<file path="src/hdl/wep_pkg.sv">
`default_nettype none
// ----------------------------------------------------------------------------
// wep_pkg
// Shared types, constants and functions for the WEP RC4 decryptor with
// CRC-32 integrity check.
// ----------------------------------------------------------------------------
package wep_pkg;

   // Number of seed bytes held for the key schedule (IV plus key).
   localparam int SEED_BYTES  = 16;
   localparam int SEED_AW     = $clog2(SEED_BYTES);
   localparam int SEED_CNT_W  = $clog2(SEED_BYTES + 1);

   // Number of integrity check bytes in a frame.
   localparam logic [2:0] ICV_LEN = 3'd4;

   // Reflected CRC-32 polynomial and preset.
   localparam logic [31:0] CRC_POLY   = 32'hEDB8_8320;
   localparam logic [31:0] CRC_PRESET = 32'hFFFF_FFFF;

   // Input command codes.
   localparam logic [1:0] CMD_SEED = 2'd0;
   localparam logic [1:0] CMD_DATA = 2'd1;
   localparam logic [1:0] CMD_ICV  = 2'd2;

   // Result kinds.
   localparam logic KIND_PLAIN   = 1'b0;
   localparam logic KIND_VERDICT = 1'b1;

   // Datapath operation codes issued by the controller.
   localparam logic [3:0] OP_NONE       = 4'd0;
   localparam logic [3:0] OP_IDLE       = 4'd1;
   localparam logic [3:0] OP_SEED       = 4'd2;
   localparam logic [3:0] OP_SEED_LAST  = 4'd3;
   localparam logic [3:0] OP_FILL       = 4'd4;
   localparam logic [3:0] OP_KSA_RD_A   = 4'd5;
   localparam logic [3:0] OP_KSA_RD_B   = 4'd6;
   localparam logic [3:0] OP_KSA_WR_A   = 4'd7;
   localparam logic [3:0] OP_KSA_WR_B   = 4'd8;
   localparam logic [3:0] OP_BYTE_START = 4'd9;
   localparam logic [3:0] OP_PRGA_RD_J  = 4'd10;
   localparam logic [3:0] OP_PRGA_RD_T  = 4'd11;
   localparam logic [3:0] OP_PRGA_FIN   = 4'd12;

   // Command from controller to datapath.
   typedef struct packed {
      logic [3:0] op;
   } ctl_cmd_type;

   // Status from datapath to controller.
   typedef struct packed {
      logic cnt_max;   // sweep counter at its final entry
      logic out_free;  // result register can take a new result
   } dp_status_type;

   // One byte of the reflected CRC-32, bit by bit.
   function automatic logic [31:0] crc_byte(input logic [31:0] crc, input logic [7:0] v);
      logic [31:0] c;
      c = crc ^ {24'd0, v};
      for (int k = 0; k < 8; k++) begin
         c = c[0] ? ((c >> 1) ^ CRC_POLY) : (c >> 1);
      end
      return c;
   endfunction

endpackage
`default_nettype wire

</file>
<file path="src/hdl/wep_ctrl.sv">
`default_nettype none
// ----------------------------------------------------------------------------
// wep_ctrl
// Controller: sequences the permutation fill, the key schedule and the
// per-byte keystream steps, and issues one datapath operation per cycle.
// ----------------------------------------------------------------------------
module wep_ctrl (
   input  wire logic                   clock,
   input  wire logic                   reset,
   input  wire logic                   req_tvalid,
   input  wire logic [1:0]             req_command,
   input  wire logic                   req_last,
   output logic                        req_tready,
   input  wire wep_pkg::dp_status_type status,
   output wep_pkg::ctl_cmd_type        cmd
);

   localparam logic [3:0] ST_IDLE = 4'd0;
   localparam logic [3:0] ST_FILL = 4'd1;
   localparam logic [3:0] ST_KRA  = 4'd2;
   localparam logic [3:0] ST_KRB  = 4'd3;
   localparam logic [3:0] ST_KWA  = 4'd4;
   localparam logic [3:0] ST_KWB  = 4'd5;
   localparam logic [3:0] ST_PRJ  = 4'd6;
   localparam logic [3:0] ST_PRT  = 4'd7;
   localparam logic [3:0] ST_PFIN = 4'd8;

   logic [3:0] state_ff;
   logic [3:0] state_in;
   logic       accept;

   assign req_tready = (state_ff == ST_IDLE);
   assign accept     = req_tvalid && req_tready;

   // Next state and operation for the datapath.
   always_comb begin
      state_in = state_ff;
      cmd.op   = wep_pkg::OP_NONE;
      unique case (state_ff)
         ST_IDLE: begin
            cmd.op = wep_pkg::OP_IDLE;
            if (accept) begin
               case (req_command)
                  wep_pkg::CMD_SEED: begin
                     if (req_last) begin
                        cmd.op   = wep_pkg::OP_SEED_LAST;
                        state_in = ST_FILL;
                     end else begin
                        cmd.op = wep_pkg::OP_SEED;
                     end
                  end
                  wep_pkg::CMD_DATA, wep_pkg::CMD_ICV: begin
                     cmd.op   = wep_pkg::OP_BYTE_START;
                     state_in = ST_PRJ;
                  end
                  default: cmd.op = wep_pkg::OP_IDLE;
               endcase
            end
         end
         ST_FILL: begin
            cmd.op = wep_pkg::OP_FILL;
            if (status.cnt_max) state_in = ST_KRA;
         end
         ST_KRA: begin
            cmd.op   = wep_pkg::OP_KSA_RD_A;
            state_in = ST_KRB;
         end
         ST_KRB: begin
            cmd.op   = wep_pkg::OP_KSA_RD_B;
            state_in = ST_KWA;
         end
         ST_KWA: begin
            cmd.op   = wep_pkg::OP_KSA_WR_A;
            state_in = ST_KWB;
         end
         ST_KWB: begin
            cmd.op   = wep_pkg::OP_KSA_WR_B;
            state_in = status.cnt_max ? ST_IDLE : ST_KRA;
         end
         ST_PRJ: begin
            cmd.op   = wep_pkg::OP_PRGA_RD_J;
            state_in = ST_PRT;
         end
         ST_PRT: begin
            cmd.op   = wep_pkg::OP_PRGA_RD_T;
            state_in = ST_PFIN;
         end
         ST_PFIN: begin
            // Hold here until the result register is free.
            if (status.out_free) begin
               cmd.op   = wep_pkg::OP_PRGA_FIN;
               state_in = ST_IDLE;
            end
         end
         default: state_in = ST_IDLE;
      endcase
   end

   always_ff @(posedge clock) begin
      if (reset) begin
         state_ff <= ST_IDLE;
      end else begin
         state_ff <= state_in;
      end
   end

endmodule
`default_nettype wire

</file>
<file path="src/hdl/wep_dp.sv">
`default_nettype none
// ----------------------------------------------------------------------------
// wep_dp
// Datapath: RC4 permutation memory, seed store, indices, CRC-32 accumulator,
// integrity check bookkeeping and the result register.
// ----------------------------------------------------------------------------
module wep_dp (
   input  wire logic                   clock,
   input  wire logic                   reset,
   input  wire wep_pkg::ctl_cmd_type   cmd,
   input  wire logic [1:0]             req_command,
   input  wire logic [7:0]             req_value,
   input  wire logic                   req_last,
   output wep_pkg::dp_status_type      status,
   output logic                        rsp_tvalid,
   input  wire logic                   rsp_tready,
   output logic                        rsp_result_kind,
   output logic [7:0]                  rsp_plain_byte,
   output logic                        rsp_icv_ok
);

   // Permutation memory and its single read port.
   logic [7:0] perm_mem [256];
   logic [7:0] rd_data_ff;
   logic       rd_en;
   logic [7:0] rd_addr;
   logic       wr_en;
   logic [7:0] wr_addr;
   logic [7:0] wr_data;

   // Seed store.
   logic [7:0]                      seed_mem [wep_pkg::SEED_BYTES];
   logic [7:0]                      seed_rd_ff;
   logic [wep_pkg::SEED_CNT_W-1:0]  seed_count_ff, seed_count_in;
   logic [wep_pkg::SEED_AW-1:0]     kidx_ff, kidx_in;

   // Indices and scratch registers.
   logic [7:0]  i_ff, i_in;
   logic [7:0]  j_ff, j_in;
   logic [7:0]  cnt_ff, cnt_in;
   logic [7:0]  sa_ff, sa_in;
   logic [7:0]  sb_ff, sb_in;
   logic [7:0]  t_ff, t_in;
   logic [7:0]  val_ff, val_in;
   logic        icv_ff, icv_in;
   logic        last_ff, last_in;

   // Frame checks.
   logic [31:0] crc_ff, crc_in;
   logic [2:0]  icv_count_ff, icv_count_in;
   logic        mismatch_ff, mismatch_in;

   // Result register.
   logic        rsp_valid_ff, rsp_valid_in;
   logic        rsp_kind_ff, rsp_kind_in;
   logic [7:0]  rsp_byte_ff, rsp_byte_in;
   logic        rsp_ok_ff, rsp_ok_in;

   // Helpers.
   logic [7:0]  key_byte;
   logic [7:0]  plain;
   logic [31:0] crc_final;
   logic [7:0]  expect_byte;
   logic        mismatch_next;
   logic [2:0]  icv_count_next;
   logic [7:0]  ksa_b;
   logic        seed_room;

   assign status.cnt_max  = (cnt_ff == 8'hFF);
   assign status.out_free = !rsp_valid_ff || rsp_tready;

   assign rsp_tvalid      = rsp_valid_ff;
   assign rsp_result_kind = rsp_kind_ff;
   assign rsp_plain_byte  = rsp_byte_ff;
   assign rsp_icv_ok      = rsp_ok_ff;

   assign seed_room = (seed_count_ff < wep_pkg::SEED_CNT_W'(wep_pkg::SEED_BYTES));
   assign ksa_b     = j_ff + rd_data_ff + seed_rd_ff;

   // Keystream byte, with bypass for the swap written in the same cycle.
   always_comb begin
      if (t_ff == i_ff) begin
         key_byte = sb_ff;
      end else if (t_ff == j_ff) begin
         key_byte = sa_ff;
      end else begin
         key_byte = rd_data_ff;
      end
   end

   assign plain       = val_ff ^ key_byte;
   assign crc_final   = ~crc_ff;
   assign expect_byte = crc_final[{icv_count_ff[1:0], 3'b000} +: 8];

   always_comb begin
      mismatch_next  = mismatch_ff;
      icv_count_next = icv_count_ff;
      if (icv_count_ff < wep_pkg::ICV_LEN) begin
         if (plain != expect_byte) mismatch_next = 1'b1;
      end else begin
         mismatch_next = 1'b1;
      end
      if (icv_count_ff < wep_pkg::ICV_LEN + 3'd1) icv_count_next = icv_count_ff + 3'd1;
   end

   // Operation decode.
   always_comb begin
      rd_en         = 1'b0;
      rd_addr       = i_ff + 8'd1;
      wr_en         = 1'b0;
      wr_addr       = cnt_ff;
      wr_data       = cnt_ff;
      seed_count_in = seed_count_ff;
      kidx_in       = kidx_ff;
      i_in          = i_ff;
      j_in          = j_ff;
      cnt_in        = cnt_ff;
      sa_in         = sa_ff;
      sb_in         = sb_ff;
      t_in          = t_ff;
      val_in        = val_ff;
      icv_in        = icv_ff;
      last_in       = last_ff;
      crc_in        = crc_ff;
      icv_count_in  = icv_count_ff;
      mismatch_in   = mismatch_ff;
      rsp_valid_in  = rsp_valid_ff && !rsp_tready;
      rsp_kind_in   = rsp_kind_ff;
      rsp_byte_in   = rsp_byte_ff;
      rsp_ok_in     = rsp_ok_ff;
      unique case (cmd.op)
         wep_pkg::OP_NONE: begin
         end
         wep_pkg::OP_IDLE: begin
            rd_en = 1'b1;
         end
         wep_pkg::OP_SEED, wep_pkg::OP_SEED_LAST: begin
            if (seed_room) seed_count_in = seed_count_ff + wep_pkg::SEED_CNT_W'(1);
            if (cmd.op == wep_pkg::OP_SEED_LAST) begin
               cnt_in  = 8'd0;
               j_in    = 8'd0;
               kidx_in = '0;
            end
         end
         wep_pkg::OP_FILL: begin
            wr_en  = 1'b1;
            cnt_in = cnt_ff + 8'd1;
         end
         wep_pkg::OP_KSA_RD_A: begin
            rd_en   = 1'b1;
            rd_addr = cnt_ff;
         end
         wep_pkg::OP_KSA_RD_B: begin
            sa_in   = rd_data_ff;
            j_in    = ksa_b;
            rd_en   = 1'b1;
            rd_addr = ksa_b;
         end
         wep_pkg::OP_KSA_WR_A: begin
            wr_en   = 1'b1;
            wr_addr = cnt_ff;
            wr_data = rd_data_ff;
         end
         wep_pkg::OP_KSA_WR_B: begin
            wr_en   = 1'b1;
            wr_addr = j_ff;
            wr_data = sa_ff;
            cnt_in  = cnt_ff + 8'd1;
            if ({1'b0, kidx_ff} + wep_pkg::SEED_CNT_W'(1) == seed_count_ff) begin
               kidx_in = '0;
            end else begin
               kidx_in = kidx_ff + wep_pkg::SEED_AW'(1);
            end
            // End of the key schedule: fresh indices and frame checks.
            if (cnt_ff == 8'hFF) begin
               i_in          = 8'd0;
               j_in          = 8'd0;
               seed_count_in = '0;
               crc_in        = wep_pkg::CRC_PRESET;
               icv_count_in  = 3'd0;
               mismatch_in   = 1'b0;
            end
         end
         wep_pkg::OP_BYTE_START: begin
            rd_en   = 1'b1;
            i_in    = i_ff + 8'd1;
            val_in  = req_value;
            icv_in  = (req_command == wep_pkg::CMD_ICV);
            last_in = req_last;
         end
         wep_pkg::OP_PRGA_RD_J: begin
            sa_in   = rd_data_ff;
            j_in    = j_ff + rd_data_ff;
            rd_en   = 1'b1;
            rd_addr = j_ff + rd_data_ff;
         end
         wep_pkg::OP_PRGA_RD_T: begin
            wr_en   = 1'b1;
            wr_addr = i_ff;
            wr_data = rd_data_ff;
            sb_in   = rd_data_ff;
            t_in    = sa_ff + rd_data_ff;
            rd_en   = 1'b1;
            rd_addr = sa_ff + rd_data_ff;
         end
         wep_pkg::OP_PRGA_FIN: begin
            wr_en   = 1'b1;
            wr_addr = j_ff;
            wr_data = sa_ff;
            if (!icv_ff) begin
               crc_in       = wep_pkg::crc_byte(crc_ff, plain);
               rsp_valid_in = 1'b1;
               rsp_kind_in  = wep_pkg::KIND_PLAIN;
               rsp_byte_in  = plain;
               rsp_ok_in    = 1'b0;
            end else if (last_ff) begin
               rsp_valid_in = 1'b1;
               rsp_kind_in  = wep_pkg::KIND_VERDICT;
               rsp_byte_in  = 8'd0;
               rsp_ok_in    = !mismatch_next && (icv_count_next == wep_pkg::ICV_LEN);
               crc_in       = wep_pkg::CRC_PRESET;
               icv_count_in = 3'd0;
               mismatch_in  = 1'b0;
            end else begin
               icv_count_in = icv_count_next;
               mismatch_in  = mismatch_next;
            end
         end
         default: begin
         end
      endcase
   end

   // Permutation memory.
   always_ff @(posedge clock) begin
      if (wr_en) perm_mem[wr_addr] <= wr_data;
      if (rd_en) rd_data_ff <= perm_mem[rd_addr];
   end

   // Seed store: bytes beyond its depth are dropped. The entry for the
   // current key schedule step is read into a register ahead of its use.
   always_ff @(posedge clock) begin
      if ((cmd.op == wep_pkg::OP_SEED || cmd.op == wep_pkg::OP_SEED_LAST) && seed_room) begin
         seed_mem[seed_count_ff[wep_pkg::SEED_AW-1:0]] <= req_value;
      end
      seed_rd_ff <= seed_mem[kidx_ff];
   end

   // Control state.
   always_ff @(posedge clock) begin
      if (reset) begin
         i_ff          <= 8'd0;
         j_ff          <= 8'd0;
         seed_count_ff <= '0;
         crc_ff        <= wep_pkg::CRC_PRESET;
         icv_count_ff  <= 3'd0;
         mismatch_ff   <= 1'b0;
         rsp_valid_ff  <= 1'b0;
      end else begin
         i_ff          <= i_in;
         j_ff          <= j_in;
         seed_count_ff <= seed_count_in;
         crc_ff        <= crc_in;
         icv_count_ff  <= icv_count_in;
         mismatch_ff   <= mismatch_in;
         rsp_valid_ff  <= rsp_valid_in;
      end
   end

   // Payload and scratch registers.
   always_ff @(posedge clock) begin
      kidx_ff     <= kidx_in;
      cnt_ff      <= cnt_in;
      sa_ff       <= sa_in;
      sb_ff       <= sb_in;
      t_ff        <= t_in;
      val_ff      <= val_in;
      icv_ff      <= icv_in;
      last_ff     <= last_in;
      rsp_kind_ff <= rsp_kind_in;
      rsp_byte_ff <= rsp_byte_in;
      rsp_ok_ff   <= rsp_ok_in;
   end

endmodule
`default_nettype wire

</file>
<file path="src/hdl/wep_rc4_decrypt_icv_check_top.sv">
`default_nettype none
// ----------------------------------------------------------------------------
// wep_rc4_decrypt_icv_check_top
// WEP frame decryptor: RC4 key schedule and keystream, CRC-32 over the
// plaintext and a check of the four encrypted ICV bytes.
// ----------------------------------------------------------------------------
//  Channel  Direction  Carries
//  req_*    in         command, value (tdata), last (tlast)
//  rsp_*    out        plain_byte, icv_ok (tdata), result_kind (tuser)
//
//  A seed byte or an ignored command is taken in the idle state. A data or ICV
//  byte passes the j read, keystream read and finish states: the single read port
//  of the permutation memory serves the reads at i, j and the keystream index in
//  turn, with the swap written alongside. The final seed byte starts the fill of
//  all 256 entries and 256 key schedule steps before the next item is taken.
//  Reset is synchronous; a stalled result holds the next byte in its last cycle.
// ----------------------------------------------------------------------------
module wep_rc4_decrypt_icv_check_top (
   input  wire logic        clock,
   input  wire logic        reset,
   input  wire logic        req_tvalid,
   output logic             req_tready,
   input  wire logic [15:0] req_tdata,   // [1:0] command, [9:2] value, zero fill
   input  wire logic        req_tlast,
   output logic             rsp_tvalid,
   input  wire logic        rsp_tready,
   output logic [15:0]      rsp_tdata,   // [7:0] plain_byte, [8] icv_ok, zero fill
   output logic             rsp_tuser    // [0] result_kind
);

   wep_pkg::ctl_cmd_type   cmd;
   wep_pkg::dp_status_type status;
   logic [7:0]             plain_byte;
   logic                   icv_ok;

   // Controller.
   wep_ctrl u_ctrl (
      .clock       (clock),
      .reset       (reset),
      .req_tvalid  (req_tvalid),
      .req_command (req_tdata[1:0]),
      .req_last    (req_tlast),
      .req_tready  (req_tready),
      .status      (status),
      .cmd         (cmd)
   );

   // Datapath.
   wep_dp u_dp (
      .clock           (clock),
      .reset           (reset),
      .cmd             (cmd),
      .req_command     (req_tdata[1:0]),
      .req_value       (req_tdata[9:2]),
      .req_last        (req_tlast),
      .status          (status),
      .rsp_tvalid      (rsp_tvalid),
      .rsp_tready      (rsp_tready),
      .rsp_result_kind (rsp_tuser),
      .rsp_plain_byte  (plain_byte),
      .rsp_icv_ok      (icv_ok)
   );

   assign rsp_tdata = {7'd0, icv_ok, plain_byte};

endmodule
`default_nettype wire

</file>
<file path="config.mk">
export PLATFORM = sky130hd
export DESIGN_NAME = wep_rc4_decrypt_icv_check_top
export DESIGN_NICKNAME = d
export VERILOG_FILES = /design/src/hdl/wep_pkg.sv /design/src/hdl/wep_ctrl.sv /design/src/hdl/wep_dp.sv /design/src/hdl/wep_rc4_decrypt_icv_check_top.sv
export SDC_FILE = /design/constraint.sdc
export NUM_CORES = 2
export LEC_CHECK = 0
export BUFFER_PORTS_ARGS = -buffer_cell sky130_fd_sc_hd__buf_2
export CAP_MARGIN = 30
export CORE_MARGIN = 4
export CORE_UTILIZATION = 25
export CTS_BUF_LIST = sky130_fd_sc_hd__clkbuf_16
export DETAILED_ROUTE_END_ITERATION = 7
export REMOVE_ABC_BUFFERS = 1
export SLEW_MARGIN = 20
export SYNTH_ARGS = -nofsm -noshare
export SYNTH_HDL_FRONTEND = slang
export SYNTH_SLANG_ARGS = --single-unit
</file>
<file path="constraint.sdc">
create_clock -name clock -period 10.95 [get_ports clock]
set_clock_uncertainty 0.05 [all_clocks]
set_input_delay 0.5475 -clock clock [delete_from_list [all_inputs] [get_ports clock]]
set_output_delay 0.5475 -clock clock [all_outputs]
set_load 0.1 [all_outputs]
</file>
==> flow_summary.html <==
<table>
<tr><th>Metric</th><th>Value</th></tr>
<tr><th colspan="2">Logic synthesis</th></tr>
<tr><td>Cells after synthesis</td><td>just under 7,000</td></tr>
<tr><td>Number of distinct library cells after synthesis</td><td>94</td></tr>
<tr><td>Async set or reset register ratio after synthesis</td><td>0%</td></tr>
<tr><td>Total standard cell area after synthesis</td><td>between 90,000 and 100,000 um2</td></tr>
<tr><td>Warning count from the yosys run</td><td>0</td></tr>
<tr><td>Number of flops mapped to enable cells by yosys</td><td>between 2,000 and 2,500</td></tr>
<tr><td>Top flip-flop cell by instance count after synthesis</td><td>sky130_fd_sc_hd__edfxtp_1</td></tr>
<tr><td>Number of storage elements in the synthesis netlist</td><td>2,310</td></tr>
<tr><td>Proportion of synthesized chip area in sequential cells</td><td>between 70% and 80%</td></tr>
<tr><td>Average footprint of a synthesized cell</td><td>13.8 um2</td></tr>
<tr><th colspan="2">Place</th></tr>
<tr><td>Placed Cells incl. Taps</td><td>11,585</td></tr>
<tr><td>Post-Place Worst Slack</td><td>3.93 ns</td></tr>
<tr><td>Area of placed instances</td><td>just over 100,000 um2</td></tr>
<tr><td>Dpl hpwl</td><td>roughly 150 mm</td></tr>
<tr><td>Buffers on Ports</td><td>26</td></tr>
<tr><td>Final estimated routing congestion in global placement</td><td>~0.85</td></tr>
<tr><th colspan="2">Worst setup path</th></tr>
<tr><td>Largest fanout of any net on the critical path</td><td>110</td></tr>
<tr><td>CP Cell Sequence</td><td>ha_1 -&gt; inv_1 -&gt; fa_1 -&gt; fa_1 -&gt; nor3b_1 -&gt; o21a_1 -&gt; o41a_2 -&gt; buf_12 -&gt; buf_4 -&gt; buf_4 -&gt; a21oi_1 -&gt; o311a_1 -&gt; a31oi_1 -&gt; o221ai_1 -&gt; nor4_1 -&gt; mux2i_1</td></tr>
<tr><td>Type of element capturing the critical path</td><td>register</td></tr>
<tr><td>CP Launch Type</td><td>register</td></tr>
<tr><td>CP Buf/Inv Count</td><td>4</td></tr>
<tr><td>Critical path's slowest cell</td><td>sky130_fd_sc_hd__buf_4</td></tr>
<tr><td>WP data arrival</td><td>roughly 7.3 ns</td></tr>
<tr><td>Data required time at the worst endpoint</td><td>11.39 ns</td></tr>
<tr><td>Crit path largest cell delay</td><td>0.65 ns</td></tr>
<tr><td>Crit path kind</td><td>reg -&gt; reg</td></tr>
<tr><td>Family of cells with the greatest summed delay on the critical path</td><td>buffers and inverters</td></tr>
<tr><th colspan="2">Floorplanning</th></tr>
<tr><td>Die Height</td><td>around 630 um</td></tr>
<tr><td>Die Footprint</td><td>approximately 400,000 um2</td></tr>
<tr><td>Initial cell density of the core</td><td>approximately a quarter</td></tr>
<tr><td>Std-Cell Core Area</td><td>379,000 um2</td></tr>
<tr><td>Width of the die</td><td>roughly 630 um</td></tr>
<tr><td>Placement row count</td><td>between 200 and 250</td></tr>
<tr><td>Number of I/O pins</td><td>40</td></tr>
<tr><th colspan="2">STA</th></tr>
<tr><td>Worst max-slew margin expressed relative to the limit</td><td>approximately 27%</td></tr>
<tr><td>Highest Clock Rate</td><td>145 MHz</td></tr>
<tr><td>Total of endpoints with negative setup slack in the final report</td><td>0</td></tr>
<tr><td>Tmin final</td><td>~6.9 ns</td></tr>
<tr><td>Pin slew with the least headroom to its limit</td><td>about 1.1 ns</td></tr>
<tr><td>Slew Limit Fails</td><td>0</td></tr>
<tr><td>Endpoints failing hold</td><td>0</td></tr>
<tr><td>Worst Slack Setup Final</td><td>~4.1 ns</td></tr>
<tr><td>Unrepaired setup endpoints after global routing</td><td>false</td></tr>
<tr><td>Post-route clock period utilization</td><td>a little over three fifths</td></tr>
<tr><th colspan="2">Finish</th></tr>
<tr><td>Final standard cell utilization of the core</td><td>28.5%</td></tr>
<tr><td>Filler cells</td><td>around 38,000</td></tr>
<tr><td>Finished Layout Cells</td><td>around 12,000</td></tr>
<tr><td>Most frequent standard cell in the layout excluding fill and tap cells</td><td>sky130_fd_sc_hd__edfxtp_1</td></tr>
<tr><td>Commonest non-fill, non-tap cells in the layout</td><td>sky130_fd_sc_hd__edfxtp_1, sky130_fd_sc_hd__nand2_1, sky130_fd_sc_hd__nand3_1, sky130_fd_sc_hd__nor2_1, sky130_fd_sc_hd__a21oi_1</td></tr>
<tr><td>Share of cells above drive strength 1</td><td>under 10%</td></tr>
<tr><td>Final #Nets</td><td>between 6,000 and 7,000</td></tr>
<tr><td>Area grow syn2layout</td><td>13.4%</td></tr>
<tr><td>Final std cell area, no fill</td><td>around 110,000 um2</td></tr>
<tr><th colspan="2">Routing</th></tr>
<tr><td>Via density per instance</td><td>roughly 5</td></tr>
<tr><td>Pre-antenna DRT Iters</td><td>6</td></tr>
<tr><td>Routed vias</td><td>58,437</td></tr>
<tr><td>Number of violations reported at the end of detailed-routing iteration 0</td><td>between 6,000 and 7,000</td></tr>
<tr><td>Post-DRT Antenna Nets</td><td>0</td></tr>
<tr><td>Final wirelength</td><td>260 mm</td></tr>
<tr><td>Post-detailed-route wirelength per cell</td><td>approximately 22 um</td></tr>
<tr><td>Number of remaining DRC errors</td><td>0</td></tr>
<tr><th colspan="2">Power and ir drop</th></tr>
<tr><td>Design Power</td><td>25.9 mW</td></tr>
<tr><td>Worst vdd rail ir drop</td><td>0.000216 V</td></tr>
<tr><td>Lkg Pwr</td><td>34.3 nW</td></tr>
<tr><td>Power density over the cells</td><td>240 nW/um2</td></tr>
<tr><th colspan="2">Global route</th></tr>
<tr><td>Pin count of the biggest net entering global routing</td><td>around 200</td></tr>
<tr><td>Global-route wire length before repair</td><td>378 mm</td></tr>
<tr><td>Via count of the first global-routing pass</td><td>approximately 57,000</td></tr>
<tr><td>GRT Util Overall</td><td>between 10% and 20%</td></tr>
<tr><td>Antenna violations before repair</td><td>9</td></tr>
<tr><td>Total congestion overflow</td><td>0</td></tr>
<tr><th colspan="2">Clocking</th></tr>
<tr><td>H-Tree Level Count</td><td>4</td></tr>
<tr><td>Worst skew pair latency</td><td>about 0.9 ns</td></tr>
<tr><td>CTS tree</td><td>built</td></tr>
<tr><td>Clock input transition at the sequential cells of the worst setup and hold paths</td><td>~0.06 ns</td></tr>
<tr><td>Number of clock buffers inserted by TritonCTS</td><td>approximately 230</td></tr>
<tr><td>Clk sink count</td><td>approximately 2,300</td></tr>
<tr><td>Clock tree buffer depth</td><td>3</td></tr>
<tr><td>Number of cells upsized or downsized after cts</td><td>0</td></tr>
<tr><td>Root Driver</td><td>sky130_fd_sc_hd__clkbuf_16</td></tr>
<tr><th colspan="2">Status</th></tr>
<tr><td>Status</td><td>finished, final reports clean</td></tr>
<tr><th colspan="2">Worst hold path</th></tr>
<tr><td>Path category of the worst min-delay check</td><td>in -&gt; reg</td></tr>
<tr><th colspan="2">Flow run</th></tr>
<tr><td>Max-cap violations</td><td>0</td></tr>
</table>
[final timing paths]
check / startpoint / end / slack [ns] / depth (start not counted)
setup reg to reg: u_dp.j_ff[0]$_SDFFE_PP0P_ / u_dp.rd_data_ff[1]$_DFFE_PP_ / 4.05 / 16
setup / recovery: u_dp.j_ff[0]$_SDFFE_PP0P_ / u_dp.rd_data_ff[1]$_DFFE_PP_ / 4.05 / 16
hold / removal: req_tdata[6] / u_dp.val_ff[4]$_DFFE_PP_ / 0.08 / 1
hold reg to reg: u_dp.mismatch_ff$_SDFFE_PP0P_ / u_dp.mismatch_ff$_SDFFE_PP0P_ / 0.45 / 2
[Yosys cell counts, drive strengths merged, types with 14 or more instances]
| library cell | instances | area share, % |
|---|---|---|
| a211o | 22 | 0.20 |
| a211oi | 24 | 0.19 |
| a21oi | 367 | 2.0 |
| a221oi | 17 | 0.16 |
| a22oi | 167 | 1.3 |
| a31oi | 30 | 0.20 |
| a32o | 30 | 0.31 |
| a32oi | 122 | 1.1 |
| and2 | 14 | 0.092 |
| buf | 336 | 2.1 |
| clkbuf | 131 | 0.52 |
| dfxtp | 70 | 1.5 |
| edfxtp | 2240 | 71 |
| ha | 32 | 0.42 |
| inv | 26 | 0.10 |
| mux2i | 329 | 3.5 |
| mux4 | 38 | 0.90 |
| nand2 | 1418 | 5.6 |
| nand2b | 32 | 0.21 |
| nand3 | 452 | 2.4 |
| nand4 | 57 | 0.39 |
| nor2 | 385 | 1.5 |
| nor3 | 38 | 0.22 |
| o2111ai | 49 | 0.46 |
| o211ai | 38 | 0.30 |
| o21ai | 61 | 0.32 |
| o22ai | 25 | 0.16 |
| o311ai | 21 | 0.19 |
| xnor2 | 92 | 0.88 |
| xor2 | 29 | 0.27 |
[timing repair]
item,CTS,global route
setup endpoints to repair,0,0
buffers inserted,0,0
hold buffers,6,0
hold endpoints to repair,23,0
[routing by layer]
metal	wire length, um	part of all wire, %	vias up	global-route usage (%)
met4	9790	3.8	2	4.97
met3	20600	7.9	467	2.22
met5	20	0.0077	-	0
met1	105000	40	29435	16.4
li1	-	-	25827	-
met2	125000	48	2706	21.2
[registers in the layout (all words and copies together) (netlist names), 3 cells and up]
register,flops
u_dp.seed_rd_ff,8
u_dp.seed_count_ff,5
u_dp.sb_ff,8
u_dp.j_ff,8
u_dp.sa_ff,8
u_dp.rsp_plain_byte,8
u_dp.i_ff,8
u_dp.rd_data_ff,8
u_dp.seed_mem,128
u_dp.crc_ff,32
u_dp.t_ff,8
u_dp.kidx_ff,4
u_ctrl.state_ff,4
u_dp.perm_mem,2048
u_dp.cnt_ff,8
u_dp.val_ff,8
u_dp.icv_count_ff,3
[stage by stage]
| step | setup TNS, ns | hold WS (ns) |
|---|---|---|
| final | 0 | 0.0786 |
| after global routing | 0 | 0.0573 |
| after CTS | 0 | 0.00826 |
| after detailed placement | 0 | 0.419 |
| after global placement | 0 | 0.391 |
| after floorplan | -109.53 | 0.376 |
[where the power goes]
part	total (mW)	switching (mW)	internal, mW
Clock	7.82	3.39	4.43
Combinational	7.18	5.23	1.95
Sequential	10.9	0.129	10.8
Total	25.9	8.75	17.2
[layout make-up]
type,count,area (um2),area share [%]
clock buffers,228,5710,5.27
diodes,3,7.51,0.00694
repair buffers,140,1280,1.18
multi-input cells,4108,24300,22.5
inverters,26,97.6,0.0902
flip-flops and latches,2310,68700,63.5
clock inverters,194,1820,1.68
well taps,5016,6280,5.80
[logic make-up after synthesis]
family / share of synthesized area (%)
AND/OR/NAND/NOR: 11.0
buffers and inverters: 2.71
adder cells (fa/ha/maj): 0.483
other: 0.00393
flip-flops: 72.0
AO/OA/AOI/OAI: 7.93
multiplexers: 4.50
XOR/XNOR: 1.37
(Power assumes the default switching activity.)
